### config.mk
export PLATFORM = sky130hd
export DESIGN_NAME = multivoice_note_event_encoder
export DESIGN_NICKNAME = d
export VERILOG_FILES = /design/src/rtl/mnee_pkg.sv /design/src/rtl/multivoice_note_event_encoder.sv /design/src/rtl/mnee_front.sv /design/src/rtl/mnee_queue.sv /design/src/rtl/mnee_back.sv
export SDC_FILE = /design/constraint.sdc
export NUM_CORES = 1
export LEC_CHECK = 0
export ABC_AREA = 1
export BUFFER_PORTS_ARGS = -buffer_cell sky130_fd_sc_hd__buf_2
export CORE_ASPECT_RATIO = 0.8
export CORE_MARGIN = 4
export CORE_UTILIZATION = 25
export CTS_BUF_LIST = sky130_fd_sc_hd__clkbuf_16
export DETAILED_ROUTE_END_ITERATION = 12
export GPL_TIMING_DRIVEN = 0
export PLACE_DENSITY_LB_ADDON = 0.1
export SYNTH_ARGS = -nofsm -noshare
export SYNTH_HDL_FRONTEND = slang
export SYNTH_SLANG_ARGS = --single-unit
### constraint.sdc
create_clock -name i_clk -period 17.1 [get_ports i_clk]
set_input_delay 1.71 -clock i_clk [delete_from_list [all_inputs] [get_ports i_clk]]
set_output_delay 1.71 -clock i_clk [all_outputs]
set_load 0.02 [all_outputs]
### src/rtl/mnee_pkg.sv
// ----------------------------------------------------------------------------
// mnee_pkg
// Shared types, codes and the duration table of the note event encoder.
// ----------------------------------------------------------------------------
package mnee_pkg;

    typedef enum logic [2:0] {
        CMD_NOTE  = 3'd0,
        CMD_ACT   = 3'd1,
        CMD_DEACT = 3'd2,
        CMD_WAVE  = 3'd3,
        CMD_ABS   = 3'd4
    } t_cmd;

    localparam logic [7:0] TIME_INACTIVE = 8'hFF;
    localparam logic [7:0] CODE_LONG     = 8'h60;
    localparam logic [7:0] CODE_REST     = 8'h80;
    localparam logic [7:0] CODE_DEACT    = 8'h80;
    localparam logic [7:0] CODE_ACT      = 8'h90;
    localparam logic [6:0] PITCH_TOP     = 7'd61;
    localparam logic [3:0] NOTE_MASK     = 4'hF;
    localparam logic [2:0] OCT_DEFAULT   = 3'd4;
    localparam logic [4:0] WAVE_COUNT    = 5'd16;

    typedef struct packed {
        logic voice_mismatch;
        logic pitch_error;
        logic no_voice_free;
        logic control_in_event;
        logic bad_argument;
    } t_flags;

    // up to three code bytes for one item, nb = 0 means none
    typedef struct packed {
        logic [2:0][7:0] bytes;
        logic [1:0]      nb;
        t_flags          flags;
    } t_pkt;

    function automatic logic [7:0] f_time(input logic [3:0] dur);
        logic [7:0] t;
        unique case (dur)
            4'd1:    t = 8'd192;
            4'd2:    t = 8'd144;
            4'd3:    t = 8'd96;
            4'd4:    t = 8'd72;
            4'd5:    t = 8'd64;
            4'd6:    t = 8'd48;
            4'd7:    t = 8'd36;
            4'd8:    t = 8'd32;
            4'd9:    t = 8'd24;
            4'd10:   t = 8'd18;
            4'd11:   t = 8'd16;
            4'd12:   t = 8'd12;
            4'd13:   t = 8'd9;
            4'd14:   t = 8'd8;
            4'd15:   t = 8'd6;
            default: t = 8'd0;
        endcase
        return t;
    endfunction

endpackage

### src/rtl/multivoice_note_event_encoder.sv
// ----------------------------------------------------------------------------
// multivoice_note_event_encoder
// Codes parsed note and voice control items into player object code bytes.
// ----------------------------------------------------------------------------
// Results: an item's packet passes the two-entry queue and the output register
// before its first result shows; then one result per cycle while i_ready is high.
// An item gives one result per code byte, or one result if it emits none.
// The front takes one item per cycle while the two-entry queue has room.
// Reset (synchronous, active low) marks all voices inactive, forces absolute
// coding, closes the event and empties the queue and output stage.
module multivoice_note_event_encoder #(
    parameter int VOICE_COUNT = 4
) (
    input  logic       i_clk,
    input  logic       i_rst_n,
    input  logic       i_valid,
    output logic       o_ready,
    input  logic [2:0] i_cmd,
    input  logic [2:0] i_voice_number,
    input  logic       i_is_rest,
    input  logic [3:0] i_pitch_class,
    input  logic [2:0] i_octave_given,
    input  logic [3:0] i_duration_code,
    input  logic [4:0] i_waveform_number,
    output logic       o_valid,
    input  logic       i_ready,
    output logic [7:0] o_code_byte,
    output logic       o_byte_valid,
    output logic       o_last,
    output logic       o_voice_mismatch,
    output logic       o_pitch_error,
    output logic       o_no_voice_free,
    output logic       o_control_in_event,
    output logic       o_bad_argument
);
    import mnee_pkg::*;

    logic push;
    t_pkt push_pkt;
    logic q_full;
    logic q_valid;
    t_pkt q_pkt;
    logic pop;

    mnee_front #(.VOICE_COUNT(VOICE_COUNT)) u_front (
        .i_clk             (i_clk),
        .i_rst_n           (i_rst_n),
        .i_valid           (i_valid),
        .o_ready           (o_ready),
        .i_cmd             (i_cmd),
        .i_voice_number    (i_voice_number),
        .i_is_rest         (i_is_rest),
        .i_pitch_class     (i_pitch_class),
        .i_octave_given    (i_octave_given),
        .i_duration_code   (i_duration_code),
        .i_waveform_number (i_waveform_number),
        .i_full            (q_full),
        .o_push            (push),
        .o_pkt             (push_pkt)
    );

    mnee_queue u_queue (
        .i_clk   (i_clk),
        .i_rst_n (i_rst_n),
        .i_push  (push),
        .i_pkt   (push_pkt),
        .o_full  (q_full),
        .i_pop   (pop),
        .o_valid (q_valid),
        .o_pkt   (q_pkt)
    );

    mnee_back u_back (
        .i_clk              (i_clk),
        .i_rst_n            (i_rst_n),
        .i_q_valid          (q_valid),
        .i_pkt              (q_pkt),
        .o_pop              (pop),
        .o_valid            (o_valid),
        .i_ready            (i_ready),
        .o_code_byte        (o_code_byte),
        .o_byte_valid       (o_byte_valid),
        .o_last             (o_last),
        .o_voice_mismatch   (o_voice_mismatch),
        .o_pitch_error      (o_pitch_error),
        .o_no_voice_free    (o_no_voice_free),
        .o_control_in_event (o_control_in_event),
        .o_bad_argument     (o_bad_argument)
    );

endmodule

### src/rtl/mnee_front.sv
// ----------------------------------------------------------------------------
// mnee_front
// Accepts items, updates voice and event state, builds the byte packet.
// ----------------------------------------------------------------------------
module mnee_front #(
    parameter int VOICE_COUNT = 4
) (
    input  logic          i_clk,
    input  logic          i_rst_n,
    input  logic          i_valid,
    output logic          o_ready,
    input  logic [2:0]    i_cmd,
    input  logic [2:0]    i_voice_number,
    input  logic          i_is_rest,
    input  logic [3:0]    i_pitch_class,
    input  logic [2:0]    i_octave_given,
    input  logic [3:0]    i_duration_code,
    input  logic [4:0]    i_waveform_number,
    input  logic          i_full,
    output logic          o_push,
    output mnee_pkg::t_pkt o_pkt
);
    import mnee_pkg::*;

    localparam int VW = (VOICE_COUNT > 1) ? $clog2(VOICE_COUNT) : 1;

    logic [VOICE_COUNT-1:0][3:0] r_wave,  n_wave;
    logic [VOICE_COUNT-1:0][7:0] r_time,  n_time;
    logic [VOICE_COUNT-1:0][5:0] r_lastp, n_lastp;
    logic [VOICE_COUNT-1:0][2:0] r_oct,   n_oct;
    logic [VOICE_COUNT-1:0]      r_force, n_force;
    logic                        r_open,  n_open;
    logic [VW-1:0]               r_next,  n_next;

    t_cmd                        cmd;
    logic                        any_act;
    logic [VW-1:0]               from_idx;
    logic                        found;
    logic [VW-1:0]               v;
    logic [2:0]                  oct_sel;
    logic                        oct_err;
    logic [6:0]                  ap_raw;
    logic                        ap_bad;
    logic [6:0]                  ap;
    logic signed [7:0]           diff;
    logic                        rel_ok;
    logic [7:0]                  new_time;
    logic [VOICE_COUNT-1:0][7:0] t_after;
    logic                        more_wait;
    logic [7:0]                  least;
    logic                        vnum_ok;
    logic [VW-1:0]               vnum_idx;

    assign cmd     = t_cmd'(i_cmd);
    assign o_ready = !i_full;
    assign o_push  = i_valid && o_ready;

    always_comb begin
        any_act = 1'b0;
        for (int i = 0; i < VOICE_COUNT; i++) begin
            if (r_time[i] != TIME_INACTIVE) any_act = 1'b1;
        end
    end

    assign from_idx = r_open ? r_next : '0;

    // lowest waiting voice at or above the event's position
    always_comb begin
        found = 1'b0;
        v     = '0;
        for (int i = VOICE_COUNT - 1; i >= 0; i--) begin
            if (r_time[i] == 8'd0 && i >= int'(from_idx)) begin
                found = 1'b1;
                v     = VW'(i);
            end
        end
    end

    always_comb begin
        oct_err = 1'b0;
        oct_sel = i_octave_given;
        if (i_octave_given == 3'd0) begin
            oct_sel = r_oct[v];
            if (r_oct[v] == 3'd0) begin
                oct_err = 1'b1;
                oct_sel = OCT_DEFAULT;
            end
        end
    end

    assign ap_raw  = 7'(oct_sel) * 7'd12 + 7'(i_pitch_class) - 7'd12;
    assign ap_bad  = (ap_raw == 7'd0) || (ap_raw > PITCH_TOP);
    assign ap      = ap_bad ? PITCH_TOP : ap_raw;
    assign diff    = $signed({1'b0, ap}) - $signed({2'b00, r_lastp[v]});
    assign rel_ok  = !r_force[v] && (r_lastp[v] != 6'd0) &&
                     (diff >= -8'sd7) && (diff <= 8'sd7);
    assign new_time = f_time(i_duration_code);

    always_comb begin
        more_wait = 1'b0;
        least     = TIME_INACTIVE;
        for (int i = 0; i < VOICE_COUNT; i++) begin
            t_after[i] = (VW'(i) == v) ? new_time : r_time[i];
        end
        for (int i = 0; i < VOICE_COUNT; i++) begin
            if (i > int'(v) && t_after[i] == 8'd0) more_wait = 1'b1;
            if (t_after[i] != TIME_INACTIVE && t_after[i] < least) least = t_after[i];
        end
    end

    assign vnum_ok  = (i_voice_number != 3'd0) &&
                      ({1'b0, i_voice_number} <= 4'(VOICE_COUNT));
    assign vnum_idx = VW'(i_voice_number - 3'd1);

    always_comb begin
        n_wave  = r_wave;
        n_time  = r_time;
        n_lastp = r_lastp;
        n_oct   = r_oct;
        n_force = r_force;
        n_open  = r_open;
        n_next  = r_next;
        o_pkt   = '0;
        unique case (cmd)
            CMD_NOTE: begin
                if (!r_open && !any_act) begin
                    o_pkt.flags.no_voice_free = 1'b1;
                end else begin
                    n_open = 1'b1;
                    n_next = from_idx;
                    if (!found) begin
                        o_pkt.flags.no_voice_free = 1'b1;
                    end else begin
                        o_pkt.flags.voice_mismatch = (i_voice_number != 3'd0) &&
                            ({1'b0, i_voice_number} != 4'(v) + 4'd1);
                        if (i_is_rest) begin
                            o_pkt.bytes[0] = CODE_REST | {4'd0, i_duration_code};
                            o_pkt.nb       = 2'd1;
                        end else begin
                            o_pkt.flags.pitch_error = oct_err || ap_bad;
                            n_oct[v]   = oct_sel;
                            n_lastp[v] = ap[5:0];
                            if (rel_ok) begin
                                o_pkt.bytes[0] = {diff[3:0] & NOTE_MASK, i_duration_code};
                                o_pkt.nb       = 2'd1;
                            end else begin
                                o_pkt.bytes[0] = CODE_LONG;
                                o_pkt.bytes[1] = {ap, 1'b0};
                                o_pkt.bytes[2] = {r_wave[v], i_duration_code};
                                o_pkt.nb       = 2'd3;
                            end
                        end
                        n_force[v] = 1'b0;
                        if (more_wait) begin
                            n_time = t_after;
                            n_next = VW'(32'(v) + 32'd1);
                        end else begin
                            // event complete: advance all active voices by the shortest
                            for (int i = 0; i < VOICE_COUNT; i++) begin
                                n_time[i] = (t_after[i] != TIME_INACTIVE) ?
                                            t_after[i] - least : t_after[i];
                            end
                            n_open = 1'b0;
                        end
                    end
                end
            end
            CMD_ACT, CMD_DEACT: begin
                if (!vnum_ok) begin
                    o_pkt.flags.bad_argument = 1'b1;
                end else begin
                    o_pkt.flags.control_in_event = r_open;
                    n_open         = 1'b0;
                    o_pkt.bytes[0] = (cmd == CMD_ACT) ? CODE_ACT : CODE_DEACT;
                    o_pkt.bytes[1] = 8'(vnum_idx);
                    o_pkt.nb       = 2'd2;
                    n_time[vnum_idx] = (cmd == CMD_ACT) ? 8'd0 : TIME_INACTIVE;
                end
            end
            CMD_WAVE: begin
                if (!vnum_ok || i_waveform_number == 5'd0 ||
                    i_waveform_number > WAVE_COUNT) begin
                    o_pkt.flags.bad_argument = 1'b1;
                end else begin
                    n_force[vnum_idx] = 1'b1;
                    n_wave[vnum_idx]  = 4'(i_waveform_number - 5'd1);
                end
            end
            CMD_ABS: begin
                n_force = '1;
            end
            default: begin
            end
        endcase
    end

    always_ff @(posedge i_clk) begin
        if (!i_rst_n) begin
            for (int i = 0; i < VOICE_COUNT; i++) begin
                r_wave[i]  <= '0;
                r_time[i]  <= TIME_INACTIVE;
                r_lastp[i] <= '0;
                r_oct[i]   <= '0;
            end
            r_force <= '1;
            r_open  <= 1'b0;
            r_next  <= '0;
        end else if (o_push) begin
            r_wave  <= n_wave;
            r_time  <= n_time;
            r_lastp <= n_lastp;
            r_oct   <= n_oct;
            r_force <= n_force;
            r_open  <= n_open;
            r_next  <= n_next;
        end
    end

    a_free_no_byte: assert property (@(posedge i_clk) disable iff (!i_rst_n)
        o_push && o_pkt.flags.no_voice_free |-> o_pkt.nb == 2'd0 ##1 $stable(r_time))
        else $error("no free voice but bytes emitted");

    a_bad_no_change: assert property (@(posedge i_clk) disable iff (!i_rst_n)
        o_push && o_pkt.flags.bad_argument |=> $stable(r_time) && $stable(r_wave))
        else $error("ignored command changed voice state");

    a_ctl_closes: assert property (@(posedge i_clk) disable iff (!i_rst_n)
        o_push && o_pkt.flags.control_in_event |=> !r_open)
        else $error("control inside event left event open");

endmodule

### src/rtl/mnee_queue.sv
// ----------------------------------------------------------------------------
// mnee_queue
// Two-entry packet queue between the classify and emit sides.
// ----------------------------------------------------------------------------
module mnee_queue (
    input  logic           i_clk,
    input  logic           i_rst_n,
    input  logic           i_push,
    input  mnee_pkg::t_pkt i_pkt,
    output logic           o_full,
    input  logic           i_pop,
    output logic           o_valid,
    output mnee_pkg::t_pkt o_pkt
);
    import mnee_pkg::*;

    t_pkt       r_mem [2];
    logic       r_wr;
    logic       r_rd;
    logic [1:0] r_cnt;

    assign o_full  = (r_cnt == 2'd2);
    assign o_valid = (r_cnt != 2'd0);
    assign o_pkt   = r_mem[r_rd];

    always_ff @(posedge i_clk) begin
        if (i_push) r_mem[r_wr] <= i_pkt;
    end

    always_ff @(posedge i_clk) begin
        if (!i_rst_n) begin
            r_wr  <= 1'b0;
            r_rd  <= 1'b0;
            r_cnt <= 2'd0;
        end else begin
            if (i_push) r_wr <= !r_wr;
            if (i_pop)  r_rd <= !r_rd;
            r_cnt <= r_cnt + 2'(i_push) - 2'(i_pop);
        end
    end

endmodule

### src/rtl/mnee_back.sv
// ----------------------------------------------------------------------------
// mnee_back
// Takes packets from the queue and sends them out one result per byte, or one result for a packet with no bytes.
// ----------------------------------------------------------------------------
module mnee_back (
    input  logic           i_clk,
    input  logic           i_rst_n,
    input  logic           i_q_valid,
    input  mnee_pkg::t_pkt i_pkt,
    output logic           o_pop,
    output logic           o_valid,
    input  logic           i_ready,
    output logic [7:0]     o_code_byte,
    output logic           o_byte_valid,
    output logic           o_last,
    output logic           o_voice_mismatch,
    output logic           o_pitch_error,
    output logic           o_no_voice_free,
    output logic           o_control_in_event,
    output logic           o_bad_argument
);
    import mnee_pkg::*;

    logic       r_have;
    t_pkt       r_pkt;
    logic [1:0] r_idx;
    logic [1:0] last_idx;
    logic       done;

    assign last_idx = (r_pkt.nb == 2'd0) ? 2'd0 : r_pkt.nb - 2'd1;
    assign done     = r_have && i_ready && (r_idx == last_idx);
    assign o_pop    = i_q_valid && (!r_have || done);

    assign o_valid            = r_have;
    assign o_byte_valid       = (r_pkt.nb != 2'd0);
    assign o_code_byte        = o_byte_valid ? r_pkt.bytes[r_idx] : 8'd0;
    assign o_last             = (r_idx == last_idx);
    assign o_voice_mismatch   = r_pkt.flags.voice_mismatch;
    assign o_pitch_error      = r_pkt.flags.pitch_error;
    assign o_no_voice_free    = r_pkt.flags.no_voice_free;
    assign o_control_in_event = r_pkt.flags.control_in_event;
    assign o_bad_argument     = r_pkt.flags.bad_argument;

    always_ff @(posedge i_clk) begin
        if (o_pop) r_pkt <= i_pkt;
    end

    always_ff @(posedge i_clk) begin
        if (!i_rst_n) begin
            r_have <= 1'b0;
            r_idx  <= 2'd0;
        end else if (o_pop) begin
            r_have <= 1'b1;
            r_idx  <= 2'd0;
        end else if (done) begin
            r_have <= 1'b0;
            r_idx  <= 2'd0;
        end else if (r_have && i_ready) begin
            r_idx <= r_idx + 2'd1;
        end
    end

endmodule

=== Yosys cells after proc, flatten, opt, wreduce, memory -nomap -nowiden ===
Memories as Yosys holds them, arrays and structs flattened. A register that Yosys moved wholly into a read port is not among the register bits.
Index checks and enable logic that the tools add are counted.

* RAM bits: 62
* Output and inout bits: 17
* Flip-flop bits (word level): 98
* Memories kept: 2
* ROM bits: 128
* Word-level logic and storage cells: 256

{| class="wikitable"
|+ Memories
! memory !! depth !! width !! rd ports !! clocked after Yosys merged registers in !! write ports !! line !! RTL
|-
| (no name shown) || 16 || 8 || 1 || 0 || 0 || mnee_pkg.sv:42 || <nowiki>unique case (dur)</nowiki>
|-
| u_queue.r_mem || 2 || 31 || 1 || 1 || 1 || mnee_queue.sv:17 || <nowiki>t_pkt r_mem [2];</nowiki>
|}

* Reduce and logical (&&, ||, !) cells: 64
* $lt $le $gt $ge: 20
* Bitwise operators: 7
* Add/subtract/negate cells: 15
* Multiplexer cells: 101
* Equal/unequal tests: 22
* $mul: 1

{| class="wikitable"
|+ Operators by type and width
! cell !! count
|-
| 8-bit 2-to-1 mux || 17
|-
| 32-bit 2-to-1 mux || 4
|-
| 8-bit inequality test (second input constant) || 8
|-
| 32-bit case mux with 2 select lines || 1
|-
| 8-bit zero test || 7
|-
| 28-bit 2-to-1 mux || 2
|-
| 18-bit case mux with 2 select lines || 1
|-
| 32-bit bitwise mux || 1
|-
| 16-bit 2-to-1 mux || 2
|-
| 8-bit subtractor || 4
|-
| 1-bit 2-to-1 mux || 31
|-
| 24-bit bitwise mux || 1
|-
| 8-bit < comparator || 3
|-
| 1-bit logical AND || 22
|-
| 10-bit 2-to-1 mux || 2
|-
| 4-bit 2-to-1 mux || 5
|-
| 8-bit binary-select mux with 2-bit select || 1
|-
| 16-bit bitwise mux || 1
|-
| 8-bit demux with 2-bit select || 1
|-
| 2-bit 2-to-1 mux || 8
|-
| 3-bit 2-to-1 mux || 5
|-
| 5-bit AND reduction || 3
|-
| 6-bit binary-select mux with 2-bit select || 1
|-
| 12-bit bitwise mux || 1
|-
| 62 further kinds || 98
|}

=== Depth between registers and ports, before layout ===
Gate-level depths: netlist (run 1).

* Depth in word-level cells: 26
* Mapped depth: 59
* Depth with buffers taken out: 53

=== Hierarchy ===
From an unflattened synthesis (run 1), not the netlist that was laid out.

* Cells, all modules: 1,682
* Area, all modules: 12,484.5 µm²

{| class="wikitable"
|+ Modules (own cells, without submodules)
! module !! sequential area each (µm²) !! cells each !! area an instance (µm²) !! times used
|-
| mnee_front || 1,821.7 || 1,447 || 8,655.8 || 1
|-
| mnee_queue || 1,961.9 || 129 || 2,469.9 || 1
|-
| mnee_back || 991.0 || 106 || 1,358.8 || 1
|}

=== Worst setup path after synthesis (run 1) ===
No wires, ideal clock.

* Path kind: register -> register
* Start point: register u_front.r_time[23] in the netlist's numbering
* End point: register u_front.r_time[26] in the netlist's numbering
* Required time: 16.971 ns
* Stages on the path, launching flop included: 49
* Path buffers: 7
* Data arrival time: 8.293 ns
* Setup slack: 8.678 ns
* Library setup time: 0.129 ns
* Clock period less this slack: 8.422 ns
* Cells stage by stage: dfxtp_1 > nor4_1 > nand2_1 > a21oi_1 > o31ai_1 > nand2_1 > clkbuf_1 > buf_1 > clkbuf_1 > clkbuf_1 > ha_1 > inv_1 > o21ai_0 > inv_1 > ha_1 > a21oi_1 > inv_1 > nor2_1 > (+13 left out) > inv_1 > ha_1 > a21oi_1 > nor2_1 > a2111oi_0 > nand2_2 > buf_4 > o21ai_0 > ha_1 > inv_1 > ha_1 > or2_2 > xor2_1 > nand2_1 > o21ai_0 > o21ai_0 > a21oi_1 > o21ai_0

* Word-level cells in the longest chain between the ends: 25
* Elaborated cells on any way between the ends: 58
* Those cells by class: 1 x add/sub; 7 x order compare; 10 x eq/ne; 24 x mux; 16 x reduce/logical

{| class="wikitable"
|+ Ends and longest elaborated chain
! element !! line !! RTL
|-
| start, declared || mnee_front.sv:28 || <nowiki>logic [VOICE_COUNT-1:0][7:0] r_time, n_time;</nowiki>
|-
| start signal, assigned || mnee_front.sv:210 || <nowiki>r_time <= n_time;</nowiki>
|-
| 8-bit zero test || mnee_front.sv:72 || <nowiki>if (r_time[i] == 8'd0 && i >= int'(from_idx)) begin</nowiki>
|-
| 1-bit logical AND || mnee_front.sv:72 ||
|-
| 2-bit 2-to-1 mux (3 in series) || mnee_front.sv:72 ||
|-
| 2-bit zero test || mnee_front.sv:103 || <nowiki>t_after[i] = (VW'(i) == v) ? new_time : r_time[i];</nowiki>
|-
| 8-bit 2-to-1 mux || mnee_front.sv:103 ||
|-
| 8-bit < comparator / 8-bit inequality test (equally long branches) || mnee_front.sv:107 || <nowiki>if (t_after[i] != TIME_INACTIVE && t_after[i] < least) least = t_after[i];</nowiki>
|-
| 1-bit logical AND || mnee_front.sv:107 ||
|-
| 8-bit 2-to-1 mux || mnee_front.sv:107 ||
|-
| (+7 left out) || - ||
|-
| 1-bit logical AND || mnee_front.sv:107 ||
|-
| 8-bit 2-to-1 mux || mnee_front.sv:107 ||
|-
| 8-bit subtractor || mnee_front.sv:161 || <nowiki>t_after[i] - least : t_after[i];</nowiki>
|-
| 8-bit 2-to-1 mux || mnee_front.sv:160 || <nowiki>n_time[i] = (t_after[i] != TIME_INACTIVE) ?</nowiki>
|-
| 32-bit 2-to-1 mux || mnee_front.sv:154 || <nowiki>if (more_wait) begin</nowiki>
|-
| 32-bit 2-to-1 mux || mnee_front.sv:131 || <nowiki>if (!found) begin</nowiki>
|-
| 32-bit 2-to-1 mux || mnee_front.sv:126 || <nowiki>if (!r_open && !any_act) begin</nowiki>
|-
| 32-bit case mux with 2 select lines || mnee_front.sv:124 || <nowiki>unique case (cmd)</nowiki>
|}

Several ways; a longest one is shown, not always the timed one. The select of a mux whose other input is x is not followed.
A chain may end at the register's enable or synchronous reset.

=== Worst setup path after layout (run 1) ===
* Start point: register u_front.r_time[23] in the netlist's numbering
* End point: register u_front.r_time[7] in the netlist's numbering

* Word-level cells in the longest chain between the ends: 25
* Elaborated cells on any way between the ends: 58
* Those cells by class: 1 x add/sub; 7 x order compare; 10 x eq/ne; 24 x mux; 16 x reduce/logical

{| class="wikitable"
|+ Ends and longest elaborated chain
! element !! line
|-
| 8-bit zero test || mnee_front.sv:72
|-
| 1-bit logical AND || mnee_front.sv:72
|-
| 2-bit 2-to-1 mux (3 in series) || mnee_front.sv:72
|-
| 2-bit zero test || mnee_front.sv:103
|-
| 8-bit 2-to-1 mux || mnee_front.sv:103
|-
| 8-bit < comparator / 8-bit inequality test (equally long branches) || mnee_front.sv:107, mnee_front.sv:160
|-
| 1-bit logical AND || mnee_front.sv:107
|-
| 8-bit 2-to-1 mux || mnee_front.sv:107
|-
| (+7 left out) || -
|-
| 1-bit logical AND || mnee_front.sv:107
|-
| 8-bit 2-to-1 mux || mnee_front.sv:107
|-
| 8-bit subtractor || mnee_front.sv:161
|-
| 8-bit 2-to-1 mux || mnee_front.sv:160
|-
| 32-bit 2-to-1 mux || mnee_front.sv:154
|-
| 32-bit 2-to-1 mux || mnee_front.sv:131
|-
| 32-bit 2-to-1 mux || mnee_front.sv:126
|-
| 32-bit case mux with 2 select lines || mnee_front.sv:124
|}

Several ways; a longest one is shown, not always the timed one. The select of a mux whose other input is x is not followed.

==> results_dict.tcl, run 1 <==
set metrics [dict create \
    ys_warn_count 0 \
    end_kind "register" \
    min_from "u_front.r_wave[3]" \
    vdd.ir_drop.worst_mv 0.06450 \
    totalWireLength_um 44490 \
    synth_edf_count 93 \
    final_nets 1895 \
    crit_top_cell "nand2_1" \
    yosysTopAreaCellShare 0.2252 \
    viasPerCell 4.796 \
    ant_nets 0 \
    die_y_um 207.2 \
    yosysTopAreaCell "edfxtp_1" \
    tns_ns 0 \
    tightest_slew_ns 1.358 \
    setup-violations-final 0 \
    min_to "u_front.r_wave[3]" \
    fin_skew_ns 0.01125 \
    multiInputGateArea_um2 6515 \
    final_max_slew_viol_count 0 \
    synthTopCellsByArea "edfxtp_1 (23%), dfxtp_1 (16%), nand2_1 (14%), inv_1 (7.0%), ha_1 (5.9%)" \
    fin_crit_ns 11.86 \
    vias 11740 \
    hold_depth 2 \
    crit_fanout 12 \
    hpwl_um 35010 \
    required_ns 17.45 \
    seq_area_frac_synth 0.3835 \
    reg2reg_to "u_front.r_time[7]" \
    path_class "register to register" \
    antenna_found_initial 1 \
    numCtsBuffers 17 \
    firstDrtPassIters 5 \
    ys.flop_type "dfxtp_1" \
    clk_pin_slew_ns 0.08 \
    drv_cap 0 \
    holdBufCountCts 0 \
    clk_latency_ns 0.45 \
    diodes 0 \
    post-cts-setup-buffers 0 \
    drcViolationCount 0 \
    fin_crit_sh 0.6933 \
    postSynthCellCount 1742 \
    num_io_pins 44 \
    ys_types 59 \
    overflow 0 \
    cp-start-kind "register" \
    fin_util 0.2888 \
    rsz0062_at_grt "no" \
    wl_per_cell_um 18.17 \
    synthArstFlopShare 0 \
    first_global_vias 11010 \
    mostFrequentLayoutCells "nand2_1 (475), inv_1 (232), a21oi_1 (131)" \
    fmax_ghz 0.08435 \
    crit_arrival_ns 12.21 \
    r2r_slack_ns 5.24 \
    grt_max_degree 33 \
    die_x_um 257.0 \
    num_rows 72 \
    crit_slowest_cell "o21ai_0" \
    ys_ff_latch 191 \
    grt_pass1_wl_um 67780 \
    area.growth.synth_to_final_pct 13.32 \
    start_util 0.2549 \
    r2r_start "u_front.r_time[23]" \
    power_leakage_nw 6.457 \
    cts_resized 0 \
    relSlewSlack 0.08528 \
    gp_congestion 0.8649 \
    drive_gt1_frac 0.07257 \
    io_buffers 41 \
    final_common_cell "nand2_1" \
    clkSinkCount 191 \
    cts_tree "done" \
    regArea_um2 4755 \
    rr_worst_depth 49 \
    core-area_um2 48650 \
    timing_hold_violations_final 0 \
    fillers 5408 \
    hp-class "register to register" \
    clock-root-buffer "clkbuf_16" \
    critPathMaxStageDelay_ns 1.04 \
    die_area_um2 53240 \
    grt_usage 0.1655 \
    synth.cell_area_um2 12400 \
    clk_path_buf_depth 2 \
    ctsHtreeMaxLevel 4 \
    powerDensity_nw_per_um2 124.6 \
    status "complete, no violations" \
    drt_first_iter_violations 1031 \
    synth_area_per_cell_um2 7.117 \
]
-- cell usage after synthesis, types with 3 or more instances --
cell and n:
ha_1 58, a21oi_1 131, edfxtp_1 93, inv_1 230
xnor2_1 6, o21bai_1 7, nand2_2 14, clkinv_1 4
a21boi_0 3, a31oi_1 4, nand2_1 475, nor2_1 122
nor3_1 14, nand2_4 3, clkbuf_1 41, o21a_1 4
dfxtp_1 98, o21ai_1 14, buf_4 3, o21ai_2 6
nand4_1 18, nand3_1 127, a221oi_1 3, or2_2 10
o21ai_0 130, fa_1 4, buf_6 3, o22ai_1 7
a221o_1 3, nor4_1 17, inv_2 5, o211ai_1 32
xor2_1 18, buf_2 4
-- layer usage --
metal,track usage,vias up,share of wire
met3,0.02418,29,0.056
met2,0.2320,279,0.40
met4,0.03178,2,0.010
met5,0,-,0.00029
li1,-,5908,-
met1,0.2662,5522,0.53
-- registers in the layout, summed over array words and instances, names as in the netlist --
signal	count
u_queue.r_mem	62
u_back.r_idx	2
u_back.r_pkt	26
u_front.r_lastp	24
u_front.r_oct	12
u_back.o_voice_mismatch	1
u_back.o_control_in_event	1
u_back.o_pitch_error	1
u_queue.r_rd	1
u_front.r_wave	16
u_front.r_time	32
u_queue.r_wr	1
u_back.o_bad_argument	1
u_queue.r_cnt	2
u_front.r_force	4
u_front.r_open	1
u_front.r_next	2
u_back.o_no_voice_free	1
u_back.o_valid	1
-- per-stage QoR --
stage                     total power, mW  setup slack [ns]  instances  cell area (um^2)  hold slack, ns
after floorplan                     1.112             8.678       1743             12400          0.4298
after global placement              1.354             5.277       2413             13390          0.4445
after detailed placement            1.360             5.334       2415             13460          0.4497
after CTS                           1.759             5.286       2447             14020          0.4597
after global routing                1.886             4.179       2448             14050          0.4896
final                               1.750             5.245       2448             14050          0.4571
-- where the power goes --
| group | switching, mW | internal (mW) |
|---|---|---|
| Clock | 0.187 | 0.209 |
| Combinational | 0.528 | 0.233 |
| Sequential | 0.0272 | 0.565 |
-- worst max-delay path: cells and delay by family, from the launching register on --
family          cells  cell delay (ns)
flops               1             0.34
simple gates       21             2.54
fa+ha+maj           5             1.73
compound gates     11             3.73
buf+inv            12             3.33
-- final cells by class --
type | instances | area share
buffer | 53 | 0.01692
clock buffer | 18 | 0.03206
clock inverter | 14 | 0.008193
inverter | 241 | 0.06474
multi-input combinational | 1258 | 0.4637
sequential | 191 | 0.3384
tap | 629 | 0.05602
timing repair buffer | 44 | 0.01995
-- cell families (layout without fill, tap and decap cells) --
family                   count (synthesis)  in the layout  share of synthesized area
AND/OR/NAND/NOR                        809            809                     0.2766
AO/OA/AOI/OAI                          360            360                     0.1643
multiplexers                             1              1                  0.0008074
XOR/XNOR                                24             24                    0.01695
flip-flops                             191            191                     0.3835
adder cells (fa/ha/maj)                 62             62                    0.06499
other                                    1              2                  0.0003025
buffers and inverters                  294            370                    0.09254
-- worst max path at each step --
stage                                   from            endpoint  slack (ns)  cells past startpoint
final                     u_front.r_time[23]   u_front.r_time[7]        5.24                     49
after global routing      u_front.r_time[19]  u_front.r_time[26]        4.18                     48
after CTS                 u_front.r_time[23]  u_front.r_time[26]        5.29                     48
after detailed placement  u_front.r_time[23]  u_front.r_time[26]        5.33                     48
after global placement    u_front.r_time[19]   u_front.r_time[7]        5.28                     49
after floorplan           u_front.r_time[23]  u_front.r_time[26]        8.68                     48
Note: power is estimated with default switching activity, not from simulation.
==> run 2: changes to the inputs <==
--- a/config.mk
+++ b/config.mk
@@ -5,7 +5,7 @@
 export SDC_FILE = /design/constraint.sdc
 export NUM_CORES = 1
 export LEC_CHECK = 0
-export ABC_AREA = 1
+export ABC_AREA = 0
 export BUFFER_PORTS_ARGS = -buffer_cell sky130_fd_sc_hd__buf_2
 export CORE_ASPECT_RATIO = 0.8
 export CORE_MARGIN = 4
==> constraint.sdc (replaced) <==
create_clock -name i_clk -period 11.8 [get_ports i_clk]
set_input_delay 1.18 -clock i_clk [delete_from_list [all_inputs] [get_ports i_clk]]
set_output_delay 1.18 -clock i_clk [all_outputs]
set_load 0.02 [all_outputs]
==> run 2 against run 1 <==
Effect of this change:
- combinational power decreased by 21%
- power increased by 18%
- worst setup slack got worse by 4.7 ns
- clock skew increased by 0.0026 ns
- routed wire length increased by 1.4%
- flip-flop and latch count unchanged
- largest cell class unchanged
==> results_dict.tcl, run 2 <==
set metrics [dict create \
    crit_slowest_cell "nor3b_1" \
    firstDrtPassIters 5 \
    grt_usage 0.1665 \
    ys.flop_type "dfxtp_1" \
    drive_gt1_frac 0.1506 \
    path_buf_inv 9 \
    die_y_um 207.1 \
    clk_latency_ns 0.46 \
    yosys.area_share.simple 0.1921 \
    drcViolationCount 0 \
    final_cells 2130 \
    synth_top_family_by_area "compound AO/OA/AOI/OAI gates" \
    hpwl_um 34560 \
    synthTopCellsByArea "edfxtp_1 (23%), dfxtp_1 (16%), ha_1 (5.9%), nor2_1 (5.2%), nand2_1 (4.8%)" \
    grt_pass1_wl_um 68210 \
    synth_edf_count 93 \
    top_regs "u_queue.r_mem (62), u_front.r_time (32), u_back.r_pkt (26)" \
    fmax_ghz 0.08884 \
    fin_skew_ns 0.01380 \
    wl_per_cell_um 21.17 \
    grt_max_degree 27 \
    first_global_vias 10640 \
    overflow 0 \
    cts_tree "done" \
    num_io_pins 44 \
    use_met2 0.2373 \
    path_delay_family "compound AO/OA/AOI/OAI gates" \
    use_met1 0.2668 \
    largest_register_ffs 62 \
    synth_compound_area_frac 0.2120 \
    area.growth.synth_to_final_pct 17.40 \
    drt_first_iter_violations 826 \
    ctsHtreeMaxLevel 4 \
    path_class "input pin to register" \
    vdd.ir_drop.worst_mv 0.07166 \
    synth.most_common_cell "nor2_1" \
    totalWireLength_um 45090 \
    die_area_um2 53200 \
    final_nets 1577 \
    required_ns 12.12 \
    ys_warn_count 0 \
    fin_crit_ns 11.26 \
    busiest_layer "met1" \
    ant_nets 0 \
    yosysTopAreaCellShare 0.2254 \
    tightest_slew_ns 1.390 \
    clkSinkCount 191 \
    placed_cells 2081 \
    ys_top_cells_by_count "nor2_1 (170), nand2_1 (159), dfxtp_1 (98)" \
    end_kind "register" \
    antenna_found_initial 2 \
    num_rows 72 \
    timing_hold_violations_final 0 \
    critPathMaxStageDelay_ns 1.14 \
    ys_ff_latch 191 \
    hp-class "register to register" \
    tns_ns 0 \
    crit_arrival_ns 11.58 \
    postSynthCellCount 1406 \
    use_met3 0.02002 \
    cp-start-kind "input pin" \
    synth_area_per_cell_um2 8.811 \
    die_x_um 256.9 \
    mostFrequentLayoutCells "nor2_1 (164), nand2_1 (156), dfxtp_1 (98)" \
    crit_fanout 10 \
    holdBufCountCts 0 \
    final_max_slew_viol_count 0 \
    yosys.area_share.adder 0.06757 \
    synthMuxAreaShare 0.07737 \
    final_common_cell "nor2_1" \
    seq_area_frac_synth 0.3838 \
    power_leakage_nw 5.475 \
    gp_congestion 0.8568 \
    status "complete, no violations" \
    numCtsBuffers 17 \
    io_buffers 42 \
    synth.cell_area_um2 12390 \
    crit_top_cell "ha_1" \
    diodes 0 \
    vias 11080 \
    drv_cap 0 \
    yosysTopAreaCell "edfxtp_1" \
    fin_crit_sh 0.9539 \
    setup-violations-final 0 \
    clk_pin_slew_ns 0.08 \
    synthXorXnorAreaFrac 0.02474 \
    ys_types 98 \
    clk_path_buf_depth 2 \
    viasPerCell 5.201 \
    top_register "u_queue.r_mem" \
    synthArstFlopShare 0 \
    clock-root-buffer "clkbuf_16" \
    core-area_um2 48650 \
    fillers 5188 \
    start_util 0.2547 \
    relSlewSlack 0.06048 \
    powerDensity_nw_per_um2 141.9 \
]
[run 2: changes by cell type in the layout (fill, tap and decap cells not counted), sizes merged, moves of 43 or more]
| cell | delta |
|---|---|
| nand3 | -98 |
| a21oi | -53 |
| mux2 | +43 |
| o21ai | -69 |
| nand2 | -333 |
| inv | -177 |
| nor2 | +47 |
| a211oi | +47 |
[run 2: timing repair]
item / in CTS / in global routing
endpoints found under the setup margin: 32 / 25
setup buffers: 3 / 16
pin swaps: 2 / 7
gates resized for setup: 57 / 30
endpoints found under the hold margin: 0 / 0
[run 2: logic make-up (layout without fill, tap and decap cells)]
| family | count (synthesis) | in the layout |
|---|---|---|
| adder cells (fa/ha/maj) | 65 | 65 |
| AND/OR/NAND/NOR | 515 | 515 |
| other | 1 | 2 |
| AO/OA/AOI/OAI | 379 | 379 |
| buffers and inverters | 135 | 229 |
| multiplexers | 85 | 85 |
| flip-flops | 191 | 191 |
| XOR/XNOR | 35 | 35 |
[run 2: metal layers]
metal	share of wire	up-vias
li1	-	5346
met1	0.54	5452
met2	0.41	252
met3	0.041	29
met4	0.010	0
met5	0	-
[run 2: final cells by class]
cell class,instances,area (um^2),area share
buffer,72,339.1,0.02331
clock buffer,17,425.4,0.02925
clock inverter,15,200.2,0.01376
inverter,61,232.7,0.01600
multi-input combinational,1081,7380,0.5074
sequential,191,4755,0.3269
tap,629,787.0,0.05411
timing repair buffer,64,425.4,0.02925
[run 2: worst min-delay path, delay by kind of cell (launching register included)]
family,cells,cell delay [ns]
compound gates,1,0.08
simple gates,1,0.05
flops,1,0.31
[run 2: power breakdown]
group	switching (mW)	total (mW)	internal, mW
clock network	0.283	0.624	0.341
logic	0.385	0.604	0.219
registers	0.0318	0.836	0.804
total	0.701	2.06	1.36
[run 2: metrics by stage]
stage | utilization | setup WS [ns] | power (mW) | cell area, um^2 | hold WS (ns)
after floorplan | - | 0.8404 | 1.242 | 12390 | 0.4543
after global placement | 0.2752 | -3.543 | 1.434 | 13390 | 0.4735
after detailed placement | 0.2769 | -3.656 | 1.448 | 13470 | 0.4803
after CTS | 0.2942 | 0.02353 | 2.082 | 14310 | 0.4979
after global routing | 0.2990 | -0.01788 | 2.182 | 14540 | 0.5128
final | 0.2990 | 0.5435 | 2.064 | 14540 | 0.4942
[run 2: path summary, 6_finish.rpt]
check | start | end | slack, ns | cells past startpoint
max | i_duration_code[3] | u_front.r_time[20] | 0.54 | 46
min | u_front.r_force[1] | u_front.r_force[1] | 0.49 | 2
max reg2reg | u_front.r_time[23] | u_front.r_time[20] | 0.57 | 53
min reg2reg | u_front.r_force[1] | u_front.r_force[1] | 0.49 | 2
